File: src/hdl/ihex_pkg.sv
// Shared types, character codes and helper functions for the Intel HEX encoder.
// No dependencies; imported by every module of the block.
package ihex_pkg;

    // ASCII codes used in the record text
    localparam logic [6:0] CHAR_COLON = 7'h3A;
    localparam logic [6:0] CHAR_ZERO  = 7'h30;
    localparam logic [6:0] CHAR_ONE   = 7'h31;
    localparam logic [6:0] CHAR_F     = 7'h46;
    localparam logic [6:0] CHAR_CR    = 7'h0D;
    localparam logic [6:0] CHAR_LF    = 7'h0A;

    // Character slots of one input item, in emission order
    localparam int SLOT_W = 5;
    localparam logic [SLOT_W-1:0] SLOT_COLON   = 5'd0;
    localparam logic [SLOT_W-1:0] SLOT_LEN_HI  = 5'd1;
    localparam logic [SLOT_W-1:0] SLOT_LEN_LO  = 5'd2;
    localparam logic [SLOT_W-1:0] SLOT_AHI_HI  = 5'd3;
    localparam logic [SLOT_W-1:0] SLOT_AHI_LO  = 5'd4;
    localparam logic [SLOT_W-1:0] SLOT_ALO_HI  = 5'd5;
    localparam logic [SLOT_W-1:0] SLOT_ALO_LO  = 5'd6;
    localparam logic [SLOT_W-1:0] SLOT_TYPE_HI = 5'd7;
    localparam logic [SLOT_W-1:0] SLOT_TYPE_LO = 5'd8;
    localparam logic [SLOT_W-1:0] SLOT_DATA_HI = 5'd9;
    localparam logic [SLOT_W-1:0] SLOT_DATA_LO = 5'd10;
    localparam logic [SLOT_W-1:0] SLOT_CKS_HI  = 5'd11;
    localparam logic [SLOT_W-1:0] SLOT_CKS_LO  = 5'd12;
    localparam logic [SLOT_W-1:0] SLOT_CR      = 5'd13;
    localparam logic [SLOT_W-1:0] SLOT_LF      = 5'd14;
    localparam logic [SLOT_W-1:0] SLOT_END     = 5'd15;
    localparam logic [SLOT_W-1:0] SLOT_LAST    = 5'd27;

    // Work for one item, computed when it leaves the input register
    typedef struct packed {
        logic        hdr;    // record header first
        logic        close;  // checksum and CR LF after the data
        logic        last;   // end-of-file record after that
        logic [15:0] addr;   // record load address
        logic [7:0]  data;
        logic [7:0]  cks;
    } t_plan;

    // Uppercase hex digit
    function automatic logic [6:0] hex_char(input logic [3:0] v);
        hex_char = (v < 4'd10) ? (CHAR_ZERO + {3'b000, v}) : (7'h37 + {3'b000, v});
    endfunction

    // Characters of the end-of-file record ":00000001FF" CR LF
    function automatic logic [6:0] end_char(input logic [3:0] idx);
        logic [6:0] c;
        unique case (idx) inside
            4'd0:          c = CHAR_COLON;
            [4'd1:4'd7]:   c = CHAR_ZERO;
            4'd8:          c = CHAR_ONE;
            4'd9, 4'd10:   c = CHAR_F;
            4'd11:         c = CHAR_CR;
            4'd12:         c = CHAR_LF;
            default:       c = CHAR_ZERO;
        endcase
        end_char = c;
    endfunction

endpackage

File: src/hdl/intel_hex_record_encoder.sv
// Top level of the Intel HEX record encoder: input register and planning, then
// the character sequencer with its output register. Depends on ihex_pkg, ihex_plan, ihex_char_gen.
//
// Usage:
//   Slave stream: one image byte per transfer in tdata, tlast marks the final byte.
//   Master stream: one ASCII character per transfer; tlast marks the last character
//   caused by an input byte.
//   i_cfg_wr_en/i_cfg_wr_data load the 16-bit base address; write only while idle.
//   Each byte gives 2 characters, plus 9 for a record header, 4 for checksum and
//   CR LF when a record closes, and 13 for the end record after a byte flagged last
//   (2 to 28 characters). One character leaves per cycle while the master side accepts;
//   the output register's single character per cycle sets that rate.
//   A first character passes the input register, slot register and output register.
//   The next byte is taken into the input register while the current one is still
//   being emitted, and is planned in the cycle its predecessor's final character
//   is registered, so characters stream without gaps.
//   Reset clears the base address, record offset, position and sum.
//   A stall on the master side holds the output register and backs up to o_s_axis_tready.
module intel_hex_record_encoder #(
    parameter int RECORD_BYTES = 32
) (
    input  logic        i_clk,
    input  logic        i_rst_n,
    input  logic        i_cfg_wr_en,
    input  logic [15:0] i_cfg_wr_data,
    input  logic        i_s_axis_tvalid,
    output logic        o_s_axis_tready,
    input  logic [7:0]  i_s_axis_tdata,   // [7:0] data_byte
    input  logic        i_s_axis_tlast,   // image_last
    output logic        o_m_axis_tvalid,
    input  logic        i_m_axis_tready,
    output logic [7:0]  o_m_axis_tdata,   // [6:0] char_code, [7] zero
    output logic        o_m_axis_tlast    // run_last
);
    import ihex_pkg::*;

    t_plan plan;
    logic  plan_valid;
    logic  plan_take;

    ihex_plan #(
        .RECORD_BYTES(RECORD_BYTES)
    ) u_plan (
        .i_clk           (i_clk),
        .i_rst_n         (i_rst_n),
        .i_cfg_wr_en     (i_cfg_wr_en),
        .i_cfg_wr_data   (i_cfg_wr_data),
        .i_s_axis_tvalid (i_s_axis_tvalid),
        .o_s_axis_tready (o_s_axis_tready),
        .i_s_axis_tdata  (i_s_axis_tdata),
        .i_s_axis_tlast  (i_s_axis_tlast),
        .o_plan_valid    (plan_valid),
        .i_plan_take     (plan_take),
        .o_plan          (plan)
    );

    ihex_char_gen #(
        .RECORD_BYTES(RECORD_BYTES)
    ) u_char_gen (
        .i_clk           (i_clk),
        .i_rst_n         (i_rst_n),
        .i_plan_valid    (plan_valid),
        .o_plan_take     (plan_take),
        .i_plan          (plan),
        .o_m_axis_tvalid (o_m_axis_tvalid),
        .i_m_axis_tready (i_m_axis_tready),
        .o_m_axis_tdata  (o_m_axis_tdata),
        .o_m_axis_tlast  (o_m_axis_tlast)
    );

endmodule

File: src/hdl/ihex_plan.sv
// Input register, record state (offset, position, checksum sum) and per-item planning.
// Depends on ihex_pkg.
module ihex_plan #(
    parameter int RECORD_BYTES = 32
) (
    input  logic           i_clk,
    input  logic           i_rst_n,
    input  logic           i_cfg_wr_en,
    input  logic [15:0]    i_cfg_wr_data,
    input  logic           i_s_axis_tvalid,
    output logic           o_s_axis_tready,
    input  logic [7:0]     i_s_axis_tdata,
    input  logic           i_s_axis_tlast,
    output logic           o_plan_valid,
    input  logic           i_plan_take,
    output ihex_pkg::t_plan o_plan
);
    import ihex_pkg::*;

    localparam logic [7:0] LEN = 8'(RECORD_BYTES);

    logic        r_ivalid;
    logic [7:0]  r_idata;
    logic        r_ilast;
    logic [15:0] r_base;
    logic [15:0] r_offset;
    logic [7:0]  r_pos;
    logic [7:0]  r_sum;

    logic        hdr;
    logic [15:0] addr;
    logic [7:0]  sum0;
    logic [7:0]  sum1;
    logic [7:0]  pos1;
    logic        close;
    logic        accept;

    assign o_s_axis_tready = !r_ivalid || i_plan_take;
    assign accept          = i_s_axis_tvalid && o_s_axis_tready;
    assign o_plan_valid    = r_ivalid;

    // Plan for the held item
    always_comb begin
        hdr   = (r_pos == 8'd0);
        addr  = r_base + r_offset;
        sum0  = hdr ? (LEN + addr[15:8] + addr[7:0]) : r_sum;
        sum1  = sum0 + r_idata;
        pos1  = r_pos + 8'd1;
        close = r_ilast || (pos1 >= LEN) || (pos1 == 8'd0);
        o_plan.hdr   = hdr;
        o_plan.close = close;
        o_plan.last  = r_ilast;
        o_plan.addr  = addr;
        o_plan.data  = r_idata;
        o_plan.cks   = 8'd0 - sum1;
    end

    // Input register
    always_ff @(posedge i_clk) begin
        if (!i_rst_n) begin
            r_ivalid <= 1'b0;
        end else if (accept) begin
            r_ivalid <= 1'b1;
        end else if (i_plan_take) begin
            r_ivalid <= 1'b0;
        end
    end

    always_ff @(posedge i_clk) begin
        if (accept) begin
            r_idata <= i_s_axis_tdata;
            r_ilast <= i_s_axis_tlast;
        end
    end

    // Base address, loaded on a configuration write, and record state, advanced when the sequencer takes the item
    always_ff @(posedge i_clk) begin
        if (!i_rst_n) begin
            r_base   <= 16'd0;
            r_offset <= 16'd0;
            r_pos    <= 8'd0;
            r_sum    <= 8'd0;
        end else begin
            if (i_cfg_wr_en) begin
                r_base <= i_cfg_wr_data;
            end
            if (i_plan_take) begin
                r_offset <= r_ilast ? 16'd0 : (r_offset + 16'd1);
                r_pos    <= close ? 8'd0 : pos1;
                r_sum    <= close ? 8'd0 : sum1;
            end
        end
    end

endmodule

File: src/hdl/ihex_char_gen.sv
// Character sequencer: walks the slots of one planned item and fills the output register.
// Depends on ihex_pkg.
module ihex_char_gen #(
    parameter int RECORD_BYTES = 32
) (
    input  logic           i_clk,
    input  logic           i_rst_n,
    input  logic           i_plan_valid,
    output logic           o_plan_take,
    input  ihex_pkg::t_plan i_plan,
    output logic           o_m_axis_tvalid,
    input  logic           i_m_axis_tready,
    output logic [7:0]     o_m_axis_tdata,
    output logic           o_m_axis_tlast
);
    import ihex_pkg::*;

    localparam logic [7:0] LEN = 8'(RECORD_BYTES);

    t_plan             r_plan;
    logic              r_busy;
    logic [SLOT_W-1:0] r_slot;
    logic              r_ovalid;
    logic [6:0]        r_ochar;
    logic              r_olast;

    logic              adv;
    logic              fin;
    logic              take;
    logic [6:0]        ch;
    logic [3:0]        end_idx;
    logic [SLOT_W-1:0] n_slot;

    assign adv = !r_ovalid || i_m_axis_tready;

    // Last slot of the current item
    assign fin = ((r_slot == SLOT_DATA_LO) && !r_plan.close)
              || ((r_slot == SLOT_LF) && !r_plan.last)
              || (r_slot == SLOT_LAST);

    assign take        = i_plan_valid && (!r_busy || (adv && fin));
    assign o_plan_take = take;

    // Character of the current slot
    always_comb begin
        end_idx = 4'(r_slot - SLOT_END);
        case (r_slot)
            SLOT_COLON:   ch = CHAR_COLON;
            SLOT_LEN_HI:  ch = hex_char(LEN[7:4]);
            SLOT_LEN_LO:  ch = hex_char(LEN[3:0]);
            SLOT_AHI_HI:  ch = hex_char(r_plan.addr[15:12]);
            SLOT_AHI_LO:  ch = hex_char(r_plan.addr[11:8]);
            SLOT_ALO_HI:  ch = hex_char(r_plan.addr[7:4]);
            SLOT_ALO_LO:  ch = hex_char(r_plan.addr[3:0]);
            SLOT_TYPE_HI: ch = CHAR_ZERO;
            SLOT_TYPE_LO: ch = CHAR_ZERO;
            SLOT_DATA_HI: ch = hex_char(r_plan.data[7:4]);
            SLOT_DATA_LO: ch = hex_char(r_plan.data[3:0]);
            SLOT_CKS_HI:  ch = hex_char(r_plan.cks[7:4]);
            SLOT_CKS_LO:  ch = hex_char(r_plan.cks[3:0]);
            SLOT_CR:      ch = CHAR_CR;
            SLOT_LF:      ch = CHAR_LF;
            default:      ch = end_char(end_idx);
        endcase
    end

    // Next slot; skips nothing inside a segment
    assign n_slot = r_slot + 5'd1;

    // Sequencer
    always_ff @(posedge i_clk) begin
        if (!i_rst_n) begin
            r_busy <= 1'b0;
            r_slot <= SLOT_COLON;
        end else if (take) begin
            r_busy <= 1'b1;
            r_slot <= i_plan.hdr ? SLOT_COLON : SLOT_DATA_HI;
        end else if (r_busy && adv) begin
            if (fin) begin
                r_busy <= 1'b0;
            end else begin
                r_slot <= n_slot;
            end
        end
    end

    always_ff @(posedge i_clk) begin
        if (take) begin
            r_plan <= i_plan;
        end
    end

    // Output register
    always_ff @(posedge i_clk) begin
        if (!i_rst_n) begin
            r_ovalid <= 1'b0;
        end else if (adv) begin
            r_ovalid <= r_busy;
        end
    end

    always_ff @(posedge i_clk) begin
        if (adv && r_busy) begin
            r_ochar <= ch;
            r_olast <= fin;
        end
    end

    assign o_m_axis_tvalid = r_ovalid;
    assign o_m_axis_tdata  = {1'b0, r_ochar};
    assign o_m_axis_tlast  = r_olast;

`ifndef SYNTH
    a_slot_range: assert property (@(posedge i_clk) disable iff (!i_rst_n)
        r_busy |-> (r_slot <= SLOT_LAST))
        else $error("slot beyond end record");
    a_no_cks_open: assert property (@(posedge i_clk) disable iff (!i_rst_n)
        (r_busy && !r_plan.close) |-> (r_slot <= SLOT_DATA_LO))
        else $error("checksum slot reached on an open record");
    a_last_closes: assert property (@(posedge i_clk) disable iff (!i_rst_n)
        (r_busy && r_plan.last) |-> r_plan.close)
        else $error("image end without record close");
    a_take_on_fin: assert property (@(posedge i_clk) disable iff (!i_rst_n)
        (r_busy && adv && fin && !take) |=> !r_busy)
        else $error("sequencer stayed busy after final slot");
`endif

endmodule
File: config.mk
export PLATFORM = sky130hd
export DESIGN_NAME = intel_hex_record_encoder
export DESIGN_NICKNAME = d
export VERILOG_FILES = /design/src/hdl/ihex_pkg.sv /design/src/hdl/intel_hex_record_encoder.sv /design/src/hdl/ihex_plan.sv /design/src/hdl/ihex_char_gen.sv
export SDC_FILE = /design/constraint.sdc
export NUM_CORES = 1
export LEC_CHECK = 0
export ABC_AREA = 0
export ABC_CLOCK_PERIOD_IN_PS = 10100
export BUFFER_PORTS_ARGS = -buffer_cell sky130_fd_sc_hd__buf_2
export CORE_AREA = 4 4 150 152
export DETAILED_ROUTE_END_ITERATION = 7
export DIE_AREA = 0 0 154 156
export GPL_TIMING_DRIVEN = 0
export PLACE_DENSITY = 0.56
export SLEW_MARGIN = 20
export SYNTH_ARGS = -nofsm -noshare
export SYNTH_HDL_FRONTEND = slang
export SYNTH_SLANG_ARGS = --single-unit
File: constraint.sdc
create_clock -name i_clk -period 10.1 [get_ports i_clk]
set_input_delay 0.505 -clock i_clk [delete_from_list [all_inputs] [get_ports i_clk]]
set_output_delay 0.505 -clock i_clk [all_outputs]
set_load 0.01 [all_outputs]
**After elaboration in Yosys (flattened, before gate mapping)**

Index checks and enable logic that the tools add are counted.

- Register bits after elaboration: 107

- $add $sub $neg: 25
- $lt $le $gt $ge: 9
- Eq/ne operators: 21
- Muxes and demuxes: 23
- Reduce and logical (&&, ||, !) cells: 29

Operators with widths:

| cell | count |
|---|---|
| 6-bit by 4-bit adder with 7-bit output, first input constant | 16 |
| 7-bit case mux with 13 select lines | 1 |
| 7-bit 2-to-1 mux | 8 |
| 5-bit by 4-bit == test with 1-bit output, second input constant | 7 |
| 7-bit case mux with 5 select lines | 1 |
| 4-bit < comparator, second input constant | 8 |
| 8-bit 2-to-1 mux | 3 |
| 4-bit == test, second input constant | 5 |
| 5-bit by 3-bit == test with 1-bit output, second input constant | 4 |
| 16-bit by 1-bit adder with 16-bit output, second input constant | 1 |
| 16-bit adder | 1 |
| 8-bit adder | 2 |
| 8-bit logical NOT | 2 |
| 16-bit 2-to-1 mux | 1 |
| 5-bit 2-to-1 mux | 3 |
| 5-bit by 2-bit == test with 1-bit output, second input constant | 2 |
| 6-bit by 8-bit adder with 8-bit output, first input constant | 1 |
| 8-bit by 1-bit adder with 8-bit output, second input constant | 1 |
| 8-bit by 6-bit >= comparator with 1-bit output, second input constant | 1 |
| 1-bit by 8-bit subtractor with 8-bit output, first input constant | 1 |
| 1-bit logical OR | 7 |
| 1-bit logical AND | 6 |
| 2-bit nonzero test | 3 |
| 5-bit by 1-bit adder with 5-bit output, second input constant | 1 |
| other kinds (12) | 21 |

**Logic depth before layout (Yosys ltp)**

Gate-level depths: netlist of run 1.

- Word-level depth: 10
- Depth in mapped cells: 24
- Gate-level depth less buffers: 24

**Modules after synthesis**

Synthesis of run 1 repeated with hierarchy kept, for this count alone.

- Cell total of the unflattened synthesis: 733
- Area total of the unflattened synthesis: 6855.3 um^2

By module, submodules not included:

| module | instances | cells each | area each (um^2) | sequential area each (um^2) |
|---|---|---|---|---|
| ihex_plan | 1 | 419 | 3818.7 | 1251.2 |
| ihex_char_gen | 1 | 314 | 3036.7 | 1401.3 |

**Worst setup path before layout of run 1**

Ideal clock, no wire load.

- Path kind: reg2reg
- From: register u_plan.r_offset[0]
- To: register u_char_gen.r_plan[7] (netlist bit), data pin
- Setup time: 268 ps
- Arrival: 4751 ps
- Data required time: 9832 ps
- Path slack: 5081 ps
- Cell stages (with the launch flop): 22
- Path through: dfxtp_1 > ha_1 > fa_1 > a21o_1 > a21oi_1 > o21bai_1 > a31oi_1 > inv_1 > a21oi_1 > xnor2_1 > ha_1 > ha_1 > fa_1 > mux2_2 > ha_1 > nor2b_1 > o31a_1 > o21a_1 > nor2_1 > xnor2_1 > or3b_1 > xnor3_1

RTL lines:

| what | RTL line | text |
|---|---|---|
| start: declaration | ihex_plan.sv:26 | `logic [15:0] r_offset;` |
| start signal: assignment | ihex_plan.sv:88 | `r_offset <= r_ilast ? 16'd0 : (r_offset + 16'd1);` |
| end signal: assignment | ihex_char_gen.sv:89 | `r_plan <= i_plan;` |
| end: declaration | ihex_char_gen.sv:20 | `t_plan r_plan;` |

==> results of run 1 <==
[kinds of logic after synthesis]
kind of cell	count (synthesis)	synth area share (%)
AOI/OAI and AO/OA	182	17.9
xor gates and xnor gates	53	7.54
adders and majority gates	54	10.4
buffers and inverters	68	3.90
DFF	107	39.6
muxes	21	3.19
other	1	0.0560
and+or+nand+nor	229	17.4
[synth_stat cells (10+ instances only)]
cell type   n
a21oi_1    41
clkbuf_1   16
dfxtp_1    56
edfxtp_1   51
ha_1       51
inv_1      47
mux2i_1    18
nand2_1    53
nand3_1    24
nand4_1    10
nor2_1     61
nor2b_1    23
nor3_1     13
o21a_1     13
o21ai_0    40
o22ai_1    10
or3_1      10
xnor2_1    31
xor2_1     19
[metrics by stage]
step / worst slack, ns / power [W] / utilization [%] / cell area [sq um] / std cells
after CTS: 4.39 / 0.00105 / 35.8 / 7530 / 1044
after detailed placement: 4.42 / 0.000697 / 34.4 / 7240 / 1028
after global routing: 4.08 / 0.00110 / 35.8 / 7530 / 1044
final: 4.45 / 0.00104 / 35.8 / 7530 / 1044
after floorplan: 5.08 / 0.000644 / - / 6700 / 715
after global placement: 4.44 / 0.000694 / 34.4 / 7230 / 1028
[metal layers]
| layer | global-route usage, % | vias up |
|---|---|---|
| met5 | 0 | - |
| met4 | 3.70 | 0 |
| met3 | 2.44 | 15 |
| met2 | 21.6 | 97 |
| met1 | 17.5 | 2390 |
| li1 | - | 2707 |
[worst register-to-register path, delay by kind of cell (launching register included)]
| kind | cells | cell delay (ns) |
|---|---|---|
| compound gates | 5 | 0.93 |
| fa+ha+maj | 6 | 1.86 |
| flops | 1 | 0.36 |
| xor+xnor | 3 | 0.95 |
| buf+inv | 1 | 0.07 |
| simple gates | 3 | 0.93 |
| mux | 1 | 0.28 |
[area by class of cell]
type | count | share of cell area [%]
Clock inverter | 5 | 0.565
Timing Repair Buffer | 38 | 2.52
Multi-Input combinational cell | 540 | 50.3
Clock buffer | 11 | 3.35
Inverter | 48 | 2.39
Tap cell | 275 | 4.57
Buffer | 20 | 1.08
Sequential cell | 107 | 35.2
[path summary, 6_finish.rpt]
kind | to | slack [ns] | cells after the start
max | u_char_gen.r_plan[7] | 4.45 | 19
min | u_plan.r_ilast | 0.32 | 1
max reg2reg | u_char_gen.r_plan[7] | 4.45 | 19
min reg2reg | u_plan.r_sum[0] | 0.46 | 2
[power by group through the flow]
stage	clock network, W	logic [W]	registers (W)
after floorplan	0	0.000140	0.000504
after global placement	0	0.000185	0.000509
after detailed placement	0	0.000187	0.000510
after CTS	0.000366	0.000189	0.000500
after global routing	0.000387	0.000212	0.000502
final	0.000357	0.000188	0.000499
[sequential cells by signal, summed over array words and instances, names as in the netlist]
signal / cells
u_char_gen.o_m_axis_tlast: 1
u_char_gen.o_m_axis_tvalid: 1
u_char_gen.r_busy: 1
u_char_gen.r_ochar: 7
u_char_gen.r_plan: 34
u_char_gen.r_slot: 5
u_plan.o_plan_valid: 1
u_plan.r_base: 16
u_plan.r_idata: 8
u_plan.r_ilast: 1
u_plan.r_offset: 16
u_plan.r_pos: 8
u_plan.r_sum: 8
==> impl_results.md, run 1 <==
* Synth Instances at 715
* Total area of sequential cells at ~0.0027 sq mm
* Top-area cell type share of the netlist area at 22.9%
* Vias in the first global route at 4915
* CP Capture Type: register
* HP Class: input port to register
* Seq pwr share at 47.8%
* Starting Density at a little under a third
* Crit path max-delay family: adder cells
* Post-layout minimum cycle time at 5.65 ns
* Clock network fraction of total power at 34.2%
* Post-CTS Resized at 0
* Drt first pass iters at 5
* Total grt overflow at 0
* Final wirelength at approximately 16 mm
* Setup Viol. Count Final at 0
* Area of the multi-input gates at ~0.0038 sq mm
* Slew HR at 40.5%
* MaxCap Viol Count at 0
* Count of warnings emitted by yosys at 0
* Total I/O pin count at 41
* P_sw at 0.000297 W
* Fmax at 177 MHz
* Slowest CP cell: or3b_1
* Status: finished clean
* Final period utilization at a little under three fifths
* Syn Std Cell Area at 0.00670 sq mm
* Peak VDD IR at 0.0861 mV
* Chip height at 156 um
* Die area at approximately 0.024 sq mm
* Share of layout cells above drive strength 1 at 9.88%
* WS Path Type: register to register
* CP startpoint: u_plan.r_offset[0]
* Std cell rows at 53
* Slew Limit Fails at 0
* Initial DRC count at 273
* First-pass GRT wire length at 25.5 mm
* Post-CTS Setup Inserts at 0
* Crit-path most repeated cell: ha_1
* Leakage at 3.02 nW
* Routability Congestion at between 0.8 and 0.9
* Synth async-reset ratio at 0%
* Post-synth EDFFs at 51
* Nets at 848
* Clock Skews at about 0.010 ns
* Post-route ant nets at 0
* Initial antenna violation count at 0
* Clock buffer count from CTS at 9
* Worst-path cell chain: ha_1 > fa_1 > a21o_1 > a21oi_1 > o21bai_1 > a31oi_1 > inv_1 > a21oi_1 > xnor2_1 > ha_1 > ha_1 > fa_1 > mux2_2 > ha_1 > xor2_1 > nand3_1 > nor3_1 > or3b_1 > xnor3_1
* Sw frac at 28.4%
* Top Layer Used: met4
* CORE AREA at 0.0210 sq mm
* Crit-path max FO at 5
* Mapped Avg Cell Area at approximately 9.4 sq um
* GRT Overall Usage at 13.1%
* Final count of hold timing violations at 0
* Most used DFF post-synth: dfxtp_1
* Ant diodes at 0
* PwrDens at 139 mW/mm^2
* CP required at 10.21 ns
* Met3 wire len at about 630 um
* Cell taking the most area after synthesis: edfxtp_1
* Residual DRC at 0
* Post-synth net total at 799
* Crit start category: register
* Worst-Margin Slew at 0.885 ns
* Setup TNS at 0 ns
* DR vias/cell at between 4 and 5
* Post-DP HPWL at 12.3 mm
* Largest net degree at the start of global routing at 42
* # fillers at 2122
* Comb pwr share at 18.0%
* Port Buffers at 38
* # hold bufs at CTS at 0
* Distinct cells, synth at 77
* Clk pin slew, worst setup/hold paths at 0.08 ns
* Buf/Inv on CP at 1
* WL/cell at 14.9 um
* Reg-to-reg startpoint: u_plan.r_offset[0]
* Min Hold Slack at 0.317 ns
* Latest clock arrival within the worst-skew pair at 0.36 ns
* CP peak stage delay at 0.44 ns
* RSZ-0062 raised after global routing: false
* CTS sink count at 107
* FF+latch count, synth at 107
* Commonest non-fill, non-tap cell in the layout: nor2_1
* Max H-tree Level at 3
* Largest cells by area after synthesis: edfxtp_1 23%, dfxtp_1 17%, ha_1 9.5%, xnor2_1 4.1%, nor2_1 3.4%
* M1 WL at 7.43 mm
* Routed met2 length at between 7 and 8 mm
* Die Wd at 154 um
* Pint at 0.000747 W
* CP arrival at 5.76 ns
* Sequential-to-total area share from yosys stat at 39.6%
* Most frequent cells in the layout: 61 x nor2_1, 56 x dfxtp_1, 53 x nand2_1, 51 x ha_1, 51 x edfxtp_1
* Hold_sp: i_s_axis_tlast
* Max Root-Sink Buffers at 2
* Clock root buffer: clkbuf_16
* Detailed-route via count at roughly 5200
* Layout Area Growth over Synthesis at 12.4%
* CTS tree: yes
No activity file was read; power rests on OpenSTA's default activity.
==> inputs of run 2 (changes only) <==
ABC_CLOCK_PERIOD_IN_PS = 4500   (was 10100)
PLACE_DENSITY = 0.58   (was 0.56)
clock period = 4.5 ns   (was 10.1 ns; I/O delays follow)
==> run 2 against run 1 <==
Compared with the run above:
- the flow now finishes with violations (setup timing)
- hold slack worse by 0.28 ns
- cell count rose by 1.4%
- power up 140%
- core utilization up 2.5 points
- critical endpoint unchanged
- non-clock buffer count increased by 15
- die area unchanged
- critical path depth stayed put
- combinational power grew to 2.9 times the previous value
- sequential share of layout area down 2.1 points
- highest routed layer unchanged
- worst setup slack worse by 4.9 ns
==> impl_results.md, run 2 (synthesis results as in run 1) <==
* CP Capture Type: register
* Regs by FF count: u_char_gen.r_plan x34, u_plan.r_base x16, u_plan.r_offset x16
* Worst-path cell chain: ha_1 > or2_1 > a31oi_2 > a21oi_2 > a21o_1 > a21oi_2 > xnor2_2 > ha_1 > ha_4 > fa_2 > mux2_4 > ha_4 > nor2b_4 > o31a_1 > o21a_1 > nor2_2 > xnor2_2 > or3b_4 > xnor3_1
* Clock Skews at 0.00719 ns
* Largest net degree at the start of global routing at 42
* First-pass GRT wire length at 25.9 mm
* MaxCap Viol Count at 0
* Cell area after layout at 0.00806 sq mm
* Most flop-heavy register: u_char_gen.r_plan
* Total grt overflow at 0
* Ant diodes at 0
* Most frequent cells in the layout: 57 x nor2_1, 52 x nand2_1, 51 x edfxtp_1, 49 x dfxtp_1, 47 x inv_1
* Starting Density at 31.9%
* Total I/O pin count at 41
* WS Path Type: register to register
* Final count of hold timing violations at 0
* GRT Overall Usage at 13.3%
* Min Hold Slack at 0.0368 ns
* DP Area at 0.00733 sq mm
* CTS tree: yes
* Initial DRC count at between 200 and 300
* WL/cell at 15.2 um
* Fmax at 204 MHz
* Slew HR at between 40 and 50%
* Die area at 0.0240 sq mm
* Share of layout cells above drive strength 1 at 19.3%
* Chip height at about 160 um
* Clock buffer count from CTS at 9
* Commonest non-fill, non-tap cell in the layout: nor2_1
* Max FFs per register at 34
* Clock root buffer: clkbuf_16
* Port Buffers at 38
* Finished Core Util at 38.3%
* Reg-to-reg startpoint: u_plan.r_offset[4]
* Max Root-Sink Buffers at 2
* Vias in the first global route at 5114
* Setup Viol. Count Final at 4
* Residual DRC at 0
* CP required at 4.60 ns
* Die Wd at 154 um
* Max H-tree Level at 3
* Failing checks: setup timing
* HP Class: input port to register
* Routability Congestion at 0.853
* Crit start category: register
* Nets at around 860
* Slowest CP cell: fa_2
* Crit-path max FO at 5
* Layout Area Growth over Synthesis at 20.3%
* Latest clock arrival within the worst-skew pair at between 0.3 and 0.4 ns
* Peak VDD IR at 0.197 mV
* Drt first pass iters at 7
* Final Non-Filler Cells at 1059
* Hold_sp: i_s_axis_tdata[4]
* Detailed-route via count at 5330
* CP arrival at 5.01 ns
* Leakage at 3.16 nW
* Clk pin slew, worst setup/hold paths at 0.08 ns
* Slew Limit Fails at 0
* Status: complete, but fails checks
* Final WS setup at -0.404 ns
* CP startpoint: u_plan.r_offset[4]
* Post-layout minimum cycle time at approximately 4.9 ns
* Placed Cells at 1028
* Post-DP HPWL at 12.3 mm
* Final wirelength at 16.1 mm
* DR vias/cell at 5.03
* Initial antenna violation count at 0
* # fillers at approximately 2100
* RSZ-0062 raised after global routing: true
* Std cell rows at 53
* CTS sink count at between 100 and 150
* Final period utilization at 109%
* Worst-Margin Slew at roughly 0.87 ns
* PwrDens at 311 mW/mm^2
* Post-route ant nets at 0
* Setup TNS at -0.788 ns
* # hold bufs at CTS at 0
* CP peak stage delay at 0.46 ns
* CORE AREA at 0.0210 sq mm
==> run 2: changes by cell type in the layout (fill, tap and decap cells not counted), sizes merged <==
cell | previous run | this run
buf | 42 | 57
bufinv | 0 | 1
inv | 51 | 53
clkinv | 2 | 1
clkbuf | 27 | 25
==> run 2: stage by stage <==
| step | total power, W | setup WS [ns] |
|---|---|---|
| after global routing | 0.00264 | -0.560 |
| after CTS | 0.00249 | -0.502 |
| final | 0.00251 | -0.404 |
| after floorplan | 0.00146 | -0.128 |
| after detailed placement | 0.00157 | -0.788 |
| after global placement | 0.00157 | -0.747 |
==> run 2: layout make-up <==
class                           instances  area (sq um)  area share, %
Tap cell                              275           344           4.27
Buffer                                 20          81.3           1.01
Clock inverter                          7          87.6           1.09
Multi-Input combinational cell        540          4170           51.8
Timing Repair Buffer                   53           303           3.76
Clock buffer                            9           225           2.79
Sequential cell                       107          2670           33.1
Inverter                               48           180           2.24
==> run 2: worst max-delay path, delay by kind of cell, from the launching register on <==
| family | cells | cell delay, ns |
|---|---|---|
| xor+xnor | 3 | 0.44 |
| compound gates | 6 | 1.16 |
| fa+ha+maj | 5 | 1.49 |
| mux | 1 | 0.30 |
| simple gates | 4 | 0.91 |
| flops | 1 | 0.36 |
==> run 2: power by group <==
part / internal (W) / leakage (nW) / switching (W)
Sequential: 0.00108 / 0.941 / 0.0000393
Combinational: 0.000250 / 2.07 / 0.000290
Clock: 0.000447 / 0.155 / 0.000400
Total: 0.00178 / 3.16 / 0.000729
==> run 2: worst paths after layout <==
| path | slack [ns] | end | cells past startpoint |
|---|---|---|---|
| max | -0.40 | u_char_gen.r_plan[7] | 19 |
| min | 0.04 | u_plan.r_idata[4] | 1 |
| max reg2reg | -0.40 | u_char_gen.r_plan[7] | 19 |
| min reg2reg | 0.47 | u_plan.r_sum[0] | 2 |
==> run 2: routing by layer <==
layer / vias up / global-route usage, % / wire, um
met5: - / 0 / 0
met2: 68 / 22.8 / 7780
li1: 2733 / - / -
met3: 16 / 2.36 / 411
met4: 0 / 3.70 / 242
met1: 2513 / 17.2 / 7660
==> run 2: timing repair <==
item                                    in CTS  in global routing
endpoints found under the hold margin        0                  0
resized for setup                           39                 25
cloned                                       0                  0
buffers inserted                            10                  6
endpoints found under the setup margin       9                  7
pin swaps                                   32                 35
==> inputs of run 3 (changes only) <==
PLACE_DENSITY = 0.48   (was 0.58)
==> run 3 against run 2 <==
Compared with the run above:
- the flow still finishes with violations (setup timing)
- sequential share of layout area fell by 0.20 points
- clock skew rose by 0.00071 ns
- clock power rose by 3.8%
- global-route usage rose by 1.2 points
- maximum frequency fell by 0.55%
- register-to-register slack got worse by 0.03 ns
- hold slack got worse by 0.0061 ns
- first-iteration DRC count rose by 12%
- cell count rose by 0.19%
- die area did not move
- non-clock buffer count rose by 1
==> impl_results.md, run 3 (synthesis results as in run 1) <==
* Port Buffers at 38
* Post-layout minimum cycle time at 4.93 ns
* Regs by FF count: u_char_gen.r_plan x34, u_plan.r_base x16, u_plan.r_offset x16
* MaxCap Viol Count at 0
* Worst-path cell chain: ha_4 > buf_4 > a211o_1 > a21oi_4 > a21oi_4 > a21o_1 > a21oi_2 > xnor2_2 > ha_1 > ha_4 > fa_2 > mux2_4 > ha_4 > nor2b_4 > o31a_1 > o21a_1 > nor2_2 > xnor2_2 > or3b_1 > xnor3_1
* Final period utilization at 110%
* CP startpoint: u_plan.r_offset[0]
* Share of layout cells above drive strength 1 at 19.9%
* Worst-Margin Slew at 0.912 ns
* Chip height at 156 um
* Crit start category: register
* Total I/O pin count at 41
* Residual DRC at 0
* WHS Path Cells at 1
* Leakage at 3.19 nW
* CORE AREA at between 0.02 and 0.025 sq mm
* Total grt overflow at 0
* Max Root-Sink Buffers at 2
* CP Capture Type: register
* RSZ-0062 raised after global routing: true
* Peak VDD IR at 0.162 mV
* Die Wd at 154 um
* Most frequent cells in the layout: 58 x nor2_1, 51 x nand2_1, 51 x edfxtp_1, 49 x dfxtp_1, 46 x inv_1
* Final Non-Filler Cells at about 1100
* Max FFs per register at 34
* DR vias/cell at 5.19
* Routability Congestion at 0.887
* HP Class: input port to register
* Hold_sp: i_s_axis_tdata[7]
* Path depth of the worst reg2reg path at 20
* Most flop-heavy register: u_char_gen.r_plan
* Detailed-route via count at 5509
* Status: complete, but fails checks
* Clk pin slew, worst setup/hold paths at about 0.080 ns
* DP Area at 0.00732 sq mm
* Placed Cells at 1028
* Std cell rows at between 50 and 60
* Vias in the first global route at 5391
* First-pass GRT wire length at 28.0 mm
* CP required at 4.61 ns
* GRT Overall Usage at 14.5%
* Clock root buffer: clkbuf_16
* Slew Limit Fails at 0
* Flop2flop setup slack at -0.43 ns
* Largest net degree at the start of global routing at 42
* Cell area after layout at between 0.008 and 0.009 sq mm
* CTS tree: yes
* Commonest non-fill, non-tap cell in the layout: nor2_1
* Reg-to-reg startpoint: u_plan.r_offset[0]
* Clock buffer count from CTS at 9
* Crit-path max FO at 4
* Starting Density at 31.9%
* Drt first pass iters at 5
* Initial antenna violation count at 0
* # hold bufs at CTS at 0
* Max H-tree Level at 3
* PwrDens at 314 mW/mm^2
* Initial DRC count at roughly 280
* Nets at 864
* Final wirelength at ~18 mm
* CP peak stage delay at about 0.48 ns
* CP arrival at 5.04 ns
* CTS sink count at approximately 110
* Slew HR at 38.7%
* Crit-path most repeated cell: ha_4
* Clock Skews at 0.00790 ns
* Slowest CP cell: fa_2
* Final WS setup at -0.431 ns
* Failing checks: setup timing
* Setup Viol. Count Final at 4
* Post-route ant nets at 0
* Latest clock arrival within the worst-skew pair at around 0.36 ns
* WL/cell at 16.6 um
* WS Path Type: register to register
* WHS Endpoint: u_plan.r_idata[7]
* Final count of hold timing violations at 0
* Die area at ~0.024 sq mm
* Fmax at 203 MHz
* Post-DP HPWL at 13.6 mm
* R2r endpoint: u_char_gen.r_plan[7]
* Layout Area Growth over Synthesis at 21.1%
run 3: changes by cell type in the layout (fill, tap and decap cells not counted), sizes merged:
cell and delta:
buf +1, diode +1
run 3: metrics by stage:
step	setup slack, ns	setup TNS [ns]	util, %	hold WS (ns)	total power [W]
2_1_floorplan	-0.128	-0.236	-	0.324	0.00146
3_3_place_gp	-0.831	-3.38	34.8	0.403	0.00158
3_5_place_dp	-0.872	-3.58	34.8	0.403	0.00159
4_1_cts	-0.499	-1.53	37.3	0.0175	0.00252
5_1_grt	-0.588	-1.78	38.6	0.0136	0.00266
6_report	-0.431	-0.951	38.6	0.0307	0.00254
run 3: layout make-up:
| cell class | instances | area, sq um |
|---|---|---|
| inverter | 48 | 180 |
| multi-input combinational | 540 | 4200 |
| fill | 2068 | 12900 |
| antenna | 1 | 2.50 |
| clock inverter | 7 | 97.6 |
| clock buffer | 9 | 225 |
| tap | 275 | 344 |
| timing repair buffer | 54 | 318 |
| buffer | 20 | 81.3 |
| sequential | 107 | 2670 |
run 3: worst max path at each step:
stage	depth (start not counted)	end
floorplan	21	u_char_gen.r_plan[7]
global placement	22	u_plan.r_sum[7]
CTS	21	u_char_gen.r_plan[7]
detailed placement	21	u_plan.r_sum[7]
finish	20	u_char_gen.r_plan[7]
global route	21	u_char_gen.r_plan[7]
run 3: timing repair:
action / in CTS / in global routing
cloned: 0 / 0
resized for setup: 29 / 43
pin swaps: 24 / 27
buffers inserted: 11 / 6
endpoints found under the setup margin: 9 / 10
run 3: where the power goes:
part           switching, W  internal (W)
clock network      0.000426      0.000454
registers         0.0000390       0.00108
logic              0.000295      0.000249
run 3: routing by layer:
| layer | routed length, um | part of all wire [%] | vias to the layer above | GRT usage [%] |
|---|---|---|---|---|
| li1 | - | - | 2730 | - |
| met1 | 8620 | 49 | 2652 | 20.1 |
| met2 | 8150 | 46 | 108 | 23.4 |
| met3 | 598 | 3.4 | 19 | 2.58 |
| met4 | 272 | 1.5 | 0 | 3.95 |
| met5 | 0 | 0 | - | 0 |
run 3: critical path, delay by kind of cell (launching register included):
kind	cells	cell delay (ns)
and+or+nand+nor	3	0.65
DFF	1	0.35
muxes	1	0.31
AOI/OAI and AO/OA	7	1.43
buffers and inverters	1	0.13
adders and majority gates	5	1.37
xor gates and xnor gates	3	0.43
